--- src/design/atrfp_pkg.sv ---
// ---------------------------------------------------------------------------
// AT receive frame parser package
// Shared types, character constants and the prefix table of the parser.
// ---------------------------------------------------------------------------
`default_nettype none

package atrfp_pkg;

  localparam int unsigned DEF_MAX_FRAME_LENGTH = 65535;
  localparam logic [3:0]  MAX_LINK_ID_RESET    = 4'd4;

  localparam logic [2:0]  PREFIX_LAST = 3'd4;

  localparam logic [7:0]  CHAR_PLUS  = 8'h2B;
  localparam logic [7:0]  CHAR_I     = 8'h49;
  localparam logic [7:0]  CHAR_P     = 8'h50;
  localparam logic [7:0]  CHAR_D     = 8'h44;
  localparam logic [7:0]  CHAR_COMMA = 8'h2C;
  localparam logic [7:0]  CHAR_COLON = 8'h3A;
  localparam logic [7:0]  CHAR_ZERO  = 8'h30;
  localparam logic [7:0]  CHAR_NINE  = 8'h39;

  typedef enum logic [1:0] {
    PH_SEARCH,
    PH_LINK,
    PH_LENGTH,
    PH_PAYLOAD
  } phase_t;

  typedef struct packed {
    phase_t      phase;
    logic [2:0]  prefix_pos;
    logic [7:0]  link_accum;
    logic [15:0] length_accum;
    logic [15:0] bytes_left;
  } parse_state_t;

  typedef struct packed {
    logic       is_payload;
    logic [7:0] out_byte;
    logic [3:0] link_number;
    logic       last_of_frame;
    logic       header_done;
    logic       header_dropped;
  } parse_result_t;

  // Expected character at each position of the "+IPD," prefix.
  function automatic logic [7:0] prefix_char(input logic [2:0] pos);
    logic [7:0] c;
    case (pos)
      3'd0:    c = CHAR_PLUS;
      3'd1:    c = CHAR_I;
      3'd2:    c = CHAR_P;
      3'd3:    c = CHAR_D;
      3'd4:    c = CHAR_COMMA;
      default: c = CHAR_PLUS;
    endcase
    return c;
  endfunction

endpackage

`default_nettype wire

--- src/design/atrfp_step.sv ---
// ---------------------------------------------------------------------------
// AT receive frame parser step logic
// Combinational next state and result for one received byte.
// ---------------------------------------------------------------------------
`default_nettype none

module atrfp_step #(
  parameter int unsigned MAX_FRAME_LENGTH = atrfp_pkg::DEF_MAX_FRAME_LENGTH
) (
  input  wire atrfp_pkg::parse_state_t  state_cur,
  input  wire logic [7:0]               rx_byte,
  input  wire logic [3:0]               max_link_id,
  output atrfp_pkg::parse_state_t       state_next,
  output atrfp_pkg::parse_result_t      result
);

  logic        digit;
  logic [3:0]  digit_val;
  logic [2:0]  pos;
  logic        prefix_hit;
  logic [7:0]  link_new;
  logic [19:0] len_wide;
  logic        len_over;

  always_comb begin
    digit     = (rx_byte >= atrfp_pkg::CHAR_ZERO) && (rx_byte <= atrfp_pkg::CHAR_NINE);
    digit_val = 4'(rx_byte - atrfp_pkg::CHAR_ZERO);
    // A position past the last prefix character restarts the match.
    pos        = (state_cur.prefix_pos <= atrfp_pkg::PREFIX_LAST) ? state_cur.prefix_pos : 3'd0;
    prefix_hit = (rx_byte == atrfp_pkg::prefix_char(pos));
    link_new   = {state_cur.link_accum[4:0], 3'b000} + {state_cur.link_accum[6:0], 1'b0}
               + {4'b0000, digit_val};
    len_wide   = {1'b0, state_cur.length_accum, 3'b000} + {3'b000, state_cur.length_accum, 1'b0}
               + {16'h0000, digit_val};
    len_over   = (len_wide > 20'(MAX_FRAME_LENGTH));
  end

  // Next state.
  always_comb begin
    state_next = state_cur;
    case (state_cur.phase)
      atrfp_pkg::PH_PAYLOAD: begin
        if (state_cur.bytes_left <= 16'd1) begin
          state_next.bytes_left = 16'd0;
          state_next.phase      = atrfp_pkg::PH_SEARCH;
        end else begin
          state_next.bytes_left = state_cur.bytes_left - 16'd1;
        end
      end
      atrfp_pkg::PH_SEARCH: begin
        if (prefix_hit) begin
          if (pos == atrfp_pkg::PREFIX_LAST) begin
            state_next.prefix_pos = 3'd0;
            state_next.link_accum = 8'd0;
            state_next.phase      = atrfp_pkg::PH_LINK;
          end else begin
            state_next.prefix_pos = pos + 3'd1;
          end
        end else begin
          state_next.prefix_pos = (rx_byte == atrfp_pkg::CHAR_PLUS) ? 3'd1 : 3'd0;
        end
      end
      atrfp_pkg::PH_LINK: begin
        if (digit) begin
          state_next.link_accum = link_new;
          if (link_new > {4'b0000, max_link_id}) begin
            state_next.phase = atrfp_pkg::PH_SEARCH;
          end
        end else if (rx_byte == atrfp_pkg::CHAR_COMMA) begin
          state_next.length_accum = 16'd0;
          state_next.phase        = atrfp_pkg::PH_LENGTH;
        end else begin
          state_next.phase = atrfp_pkg::PH_SEARCH;
        end
      end
      atrfp_pkg::PH_LENGTH: begin
        if (digit) begin
          state_next.length_accum = len_wide[15:0];
          if (len_over) begin
            state_next.phase = atrfp_pkg::PH_SEARCH;
          end
        end else if (rx_byte == atrfp_pkg::CHAR_COLON && state_cur.length_accum != 16'd0) begin
          state_next.bytes_left = state_cur.length_accum;
          state_next.phase      = atrfp_pkg::PH_PAYLOAD;
        end else begin
          state_next.phase = atrfp_pkg::PH_SEARCH;
        end
      end
      default: begin
        state_next = state_cur;
      end
    endcase
  end

  // Result for this byte.
  always_comb begin
    result          = '0;
    result.out_byte = rx_byte;
    case (state_cur.phase)
      atrfp_pkg::PH_PAYLOAD: begin
        result.is_payload    = 1'b1;
        result.link_number   = state_cur.link_accum[3:0];
        result.last_of_frame = (state_cur.bytes_left <= 16'd1);
      end
      atrfp_pkg::PH_SEARCH: begin
        result.header_dropped = 1'b0;
      end
      atrfp_pkg::PH_LINK: begin
        if (digit) begin
          result.header_dropped = (link_new > {4'b0000, max_link_id});
        end else begin
          result.header_dropped = (rx_byte != atrfp_pkg::CHAR_COMMA);
        end
      end
      atrfp_pkg::PH_LENGTH: begin
        if (digit) begin
          result.header_dropped = len_over;
        end else if (rx_byte == atrfp_pkg::CHAR_COLON && state_cur.length_accum != 16'd0) begin
          result.header_done = 1'b1;
        end else begin
          result.header_dropped = 1'b1;
        end
      end
      default: begin
        result.header_dropped = 1'b0;
      end
    endcase
  end

endmodule

`default_nettype wire

--- src/design/at_receive_frame_parser_core.sv ---
// ---------------------------------------------------------------------------
// AT receive frame parser
// Splits a modem receive byte stream into "+IPD," frame payload and
// response-path bytes.
// ---------------------------------------------------------------------------
// The block takes one byte per clock and returns one tagged byte per clock
// while the output side keeps taking results: the byte is captured in an
// input register, the parser state and the result are computed from it
// combinationally, and the result waits in an output register. The parser
// state update is the only loop, so a new byte can be accepted every
// cycle while the output side keeps taking results. The max_link_id register
// resets to 4 and should be written only while no transaction is in flight.
`default_nettype none

module at_receive_frame_parser_core #(
  parameter int unsigned MAX_FRAME_LENGTH = atrfp_pkg::DEF_MAX_FRAME_LENGTH
) (
  input  wire logic        clk,
  input  wire logic        rst,
  // Configuration: max_link_id.
  input  wire logic        cfg_valid,
  output logic             cfg_ready,
  input  wire logic [3:0]  cfg_data,
  // Input stream.
  input  wire logic        s_tvalid,
  output logic             s_tready,
  input  wire logic [7:0]  s_tdata,   // [7:0] rx_byte
  // Output stream.
  output logic             m_tvalid,
  input  wire logic        m_tready,
  output logic [15:0]      m_tdata,   // [7:0] out_byte, [11:8] link_number, [15:12] zero
  output logic [2:0]       m_tuser,   // [0] is_payload, [1] header_done, [2] header_dropped
  output logic             m_tlast    // last_of_frame
);

  logic                    in_valid;
  logic [7:0]              in_byte;
  logic [3:0]              max_link_id;
  atrfp_pkg::parse_state_t state;
  atrfp_pkg::parse_state_t state_next;
  atrfp_pkg::parse_result_t step_result;
  atrfp_pkg::parse_result_t out_result;
  logic                    out_free;
  logic                    advance;

  assign out_free  = !m_tvalid || m_tready;
  assign advance   = in_valid && out_free;
  assign s_tready  = !in_valid || out_free;
  assign cfg_ready = 1'b1;

  atrfp_step #(
    .MAX_FRAME_LENGTH (MAX_FRAME_LENGTH)
  ) u_step (
    .state_cur   (state),
    .rx_byte     (in_byte),
    .max_link_id (max_link_id),
    .state_next  (state_next),
    .result      (step_result)
  );

  always_ff @(posedge clk) begin
    if (rst) begin
      max_link_id <= atrfp_pkg::MAX_LINK_ID_RESET;
    end else if (cfg_valid && cfg_ready) begin
      max_link_id <= cfg_data;
    end
  end

  always_ff @(posedge clk) begin
    if (rst) begin
      in_valid <= 1'b0;
    end else if (s_tready) begin
      in_valid <= s_tvalid;
    end
  end

  always_ff @(posedge clk) begin
    if (s_tvalid && s_tready) begin
      in_byte <= s_tdata;
    end
  end

  always_ff @(posedge clk) begin
    if (rst) begin
      state <= '0;
    end else if (advance) begin
      state <= state_next;
    end
  end

  always_ff @(posedge clk) begin
    if (rst) begin
      m_tvalid <= 1'b0;
    end else if (out_free) begin
      m_tvalid <= in_valid;
    end
  end

  always_ff @(posedge clk) begin
    if (advance) begin
      out_result <= step_result;
    end
  end

  assign m_tdata = {4'b0000, out_result.link_number, out_result.out_byte};
  assign m_tuser = {out_result.header_dropped, out_result.header_done, out_result.is_payload};
  assign m_tlast = out_result.last_of_frame;

endmodule

`default_nettype wire
--- config.mk ---
export PLATFORM = sky130hd
export DESIGN_NAME = at_receive_frame_parser_core
export DESIGN_NICKNAME = d
export VERILOG_FILES = /design/src/design/atrfp_pkg.sv /design/src/design/atrfp_step.sv /design/src/design/at_receive_frame_parser_core.sv
export SDC_FILE = /design/constraint.sdc
export NUM_CORES = 1
export LEC_CHECK = 0
export BUFFER_PORTS_ARGS = -buffer_cell sky130_fd_sc_hd__buf_2
export CAP_MARGIN = 0
export CORE_MARGIN = 2
export CORE_UTILIZATION = 60
export CTS_CLUSTER_DIAMETER = 120
export CTS_CLUSTER_SIZE = 14
export DETAILED_ROUTE_END_ITERATION = 8
export PLACE_DENSITY = 0.8
export SLEW_MARGIN = 20
export SYNTH_ARGS = -nofsm -noshare
export SYNTH_HDL_FRONTEND = slang
export SYNTH_SLANG_ARGS = --single-unit
--- constraint.sdc ---
create_clock -name clk -period 4.25 [get_ports clk]
set_clock_uncertainty 0.05 [all_clocks]
set_input_delay 0.85 -clock clk [delete_from_list [all_inputs] [get_ports clk]]
set_output_delay 0.85 -clock clk [all_outputs]
set_load 0.01 [all_outputs]
==> reports/metrics.cfg <==
[critical_path]
startpoint_type = register
r2r-start = in_byte[3]$_DFFE_PP_
crit_path_max_fanout = 7
rrSetupSlack_ps = 460
r2r_end = state[43]$_SDFFE_PP0P_
cp.required_ps = 4460
crit_chain = inv_1 > fa_1 > inv_1 > fa_1 > a211oi_1 > o21ai_0 > a31oi_1 > and3_1 > o221ai_2 > or3_4 > and2_4 > o31ai_2
reg2reg_depth = 12
cp_slowest_stage_delay_ps = 550
arrival_ps = 4000
worstSetupPathType = register to register
slowest_stage = fa_1
critPathLaunch = in_byte[3]$_DFFE_PP_
end_kind = register

[synth]
syn_inst = 558
synth_warnings = 0
yosys.area_share.simple_pct = 18.7
async_reset_ff_share_pct = 0
synth_seq_cells = 74
ys_seq_area_share_pct = 34.4
ys_top_cells_by_area = dfxtp_1 (20%), edfxtp_1 (14%), ha_1 (14%), nor2_1 (4.9%), a21oi_1 (3.5%)
syn_area_mm2 = 0.00501
synth-main-ff-cell = dfxtp_1
synth_top_family_by_area = compound AO/OA/AOI/OAI gates
synth_edf_count = 24
synth_compound_area_share_pct = 20.5
synthMuxAreaShare_pct = 1.20
synth.distinct_cells = 67
yosys.area.top_type = dfxtp_1
yosys.area_share.adder_pct = 15.6
synthDominantCellAreaShare_pct = 20.0
synth.avg_cell_area_um2 = 8.97
synth-xor-area-share_pct = 4.37

[placed_design]
dp.cells = 678
portBuffers = 34
gp_congestion = 0.930
dpl.hpwl_mm = 8.82

[layout]
final_cells = 694
syn2layout_area_growth_pct = 7.90
final_nets = 661
final_util_pct = 66.4
layout-drive-gt1-share_pct = 11.7
n_fill_cell = 674
n_antenna_cell = 0

[global_routing]
met3_usage_pct = 4.11
grt_pass1_vias = 4075
grt_max_degree = 52
use_met1_pct = 32.8
grt_usage_pct = 26.7
grt_pass1_wl_mm = 19.1
use_met2_pct = 47.2
overflow = 0
antenna_found_initial = 0
gr-max-usage-layer = met2

[clock_network]
cts_resized = 0
htree_levels = 3
cts_tree = yes
cts.sinks = 74
clock_latency_ps = 360
cts_max_path_buffers = 2
postCtsSetupBuffers = 0
clk_pin_slew_ps = 80
root_buffer = clkbuf_8
cts_buffers = 9
hold_buffers = 0

[route]
antenna_left = 0
vias = 4279
wl_per_cell_um = 16.9
dr.pass1.iters = 5
drtIter0Drc = 246
drc = 0
wl_mm = 11.7
vias_per_cell = 6.17

[sta]
setup_viol = 0
fin_tns_setup_ps = 0
rsz0062_at_grt = false
final.min_clock_period_ps = 3790
period_share_pct = 89.2
report.final.slew_viol_count = 0
relSlewSlack_pct = 35.3
fin_hold_ws_ps = 436
finalHoldViolations = 0
fmax_ghz = 0.264
tightest_slew_ps = 970

[floorplan]
initial_core_util_pct = 61.5
fp.coreArea_mm2 = 0.00813
die_width_um = 95.3
die_area_mm2 = 0.00909
rows = 33
io_pins = 40
die_h_um = 95.3

[pwr]
peakVddDrop_mv = 0.153
report.power.total_mw = 1.36
p_comb_share_pct = 5.6
swShare_pct = 24.6
p_leak_nw = 2.36
pwr_density_cell_mw_per_mm2 = 251
power_frac_seq_pct = 55.7
p_int_mw = 1.02
p_sw_mw = 0.334
p_clk_share_pct = 38.6

[job]
maxCapViolations = 0

[worst_hold_path]
holdCritPathClass = register to register
whs_endpoint = state[37]$_SDFFE_PP0P_
whs_path_depth = 2
hold_start = state[37]$_SDFFE_PP0P_

[status]
status = finished clean

==> power groups by stage <==
stage	Combinational, mW	Clock (mW)	Sequential, mW
after floorplan	0.0488	0	0.772
after global placement	0.0720	0	0.772
after detailed placement	0.0758	0	0.772
after CTS	0.0765	0.535	0.756
after global routing	0.0842	0.562	0.757
final	0.0762	0.524	0.756
==> metrics by stage <==
step | worst slack (ps) | cell area (um2)
after global routing | 295 | 5400
after floorplan | 919 | 5020
after detailed placement | 588 | 5210
after CTS | 543 | 5400
final | 461 | 5400
after global placement | 671 | 5210
==> worst max-delay path by stage <==
| stage | to | slack [ps] | cells after the start |
|---|---|---|---|
| floorplan | state[43]$_SDFFE_PP0P_ | 920 | 12 |
| finish | state[43]$_SDFFE_PP0P_ | 460 | 12 |
| detailed placement | state[44]$_SDFFE_PP0P_ | 590 | 12 |
| global route | state[43]$_SDFFE_PP0P_ | 290 | 12 |
| global placement | state[43]$_SDFFE_PP0P_ | 670 | 12 |
| CTS | state[44]$_SDFFE_PP0P_ | 540 | 12 |
==> cells in the mapped netlist, types with 3 or more instances <==
cell type / instances
nand2b_1: 8
xor2_1: 9
o21a_1: 5
edfxtp_1: 24
xnor2_1: 16
a221oi_1: 3
ha_1: 56
nor2b_1: 6
a22o_1: 3
a22oi_1: 22
mux2i_1: 6
a31oi_1: 3
o21ai_0: 25
nor4b_1: 3
a211oi_1: 7
o211ai_1: 4
nor2_1: 65
inv_1: 33
a2bb2oi_1: 3
and3_1: 8
a21o_1: 9
and2_1: 7
buf_4: 7
fa_1: 4
nand2_1: 32
nand3_1: 14
clkbuf_1: 15
nand4_1: 3
a21oi_1: 35
nor3_1: 18
dfxtp_1: 50
nor4_1: 5
==> cells in the final DEF, fill, tap and decap left out, drive strengths merged, types with 14 or more instances in the layout <==
cell type and count:
dfxtp 50, inv 35, nand2 32, buf 37, a22oi 22, nor2 65, edfxtp 24, o21ai 26
nor3 19, nand3 14, xnor2 16, ha 56, a21oi 37
==> metal layers <==
metal | vias up | share of wire, %
met2 | 126 | 51
li1 | 2079 | -
met5 | - | 0
met1 | 2052 | 42
met3 | 22 | 4.8
met4 | 0 | 1.8
==> logic make-up after synthesis <==
group / after synthesis
DFF: 74
and+or+nand+nor: 186
xor gates and xnor gates: 25
muxes: 6
AOI/OAI and AO/OA: 147
other: 2
buffers and inverters: 58
adders and majority gates: 60
==> sequential cells by signal, summed over array words and instances (netlist names) <==
name         count
state           44
m_tdata         12
in_byte          8
max_link_id      4
m_tuser          3
in_valid         1
m_tlast          1
m_tvalid         1
==> worst max-delay path, delay by kind of cell (launching register included) <==
family,cells,cell delay (ps)
AND/OR/NAND/NOR,3,810
flip-flops,1,520
buffers and inverters,2,190
adder cells (fa/ha/maj),2,1030
AO/OA/AOI/OAI,5,1100
==> area by class of cell <==
| cell class | instances | area [um2] | area share (%) |
|---|---|---|---|
| clock inverters | 5 | 35.0 | 0.649 |
| clock buffers | 11 | 153 | 2.83 |
| repair buffers | 37 | 193 | 3.57 |
| flip-flops and latches | 74 | 1720 | 31.9 |
| inverters | 33 | 124 | 2.29 |
| multi-input cells | 429 | 3040 | 56.4 |
| well taps | 105 | 131 | 2.43 |
No activity file was read; power rests on OpenSTA's default activity.
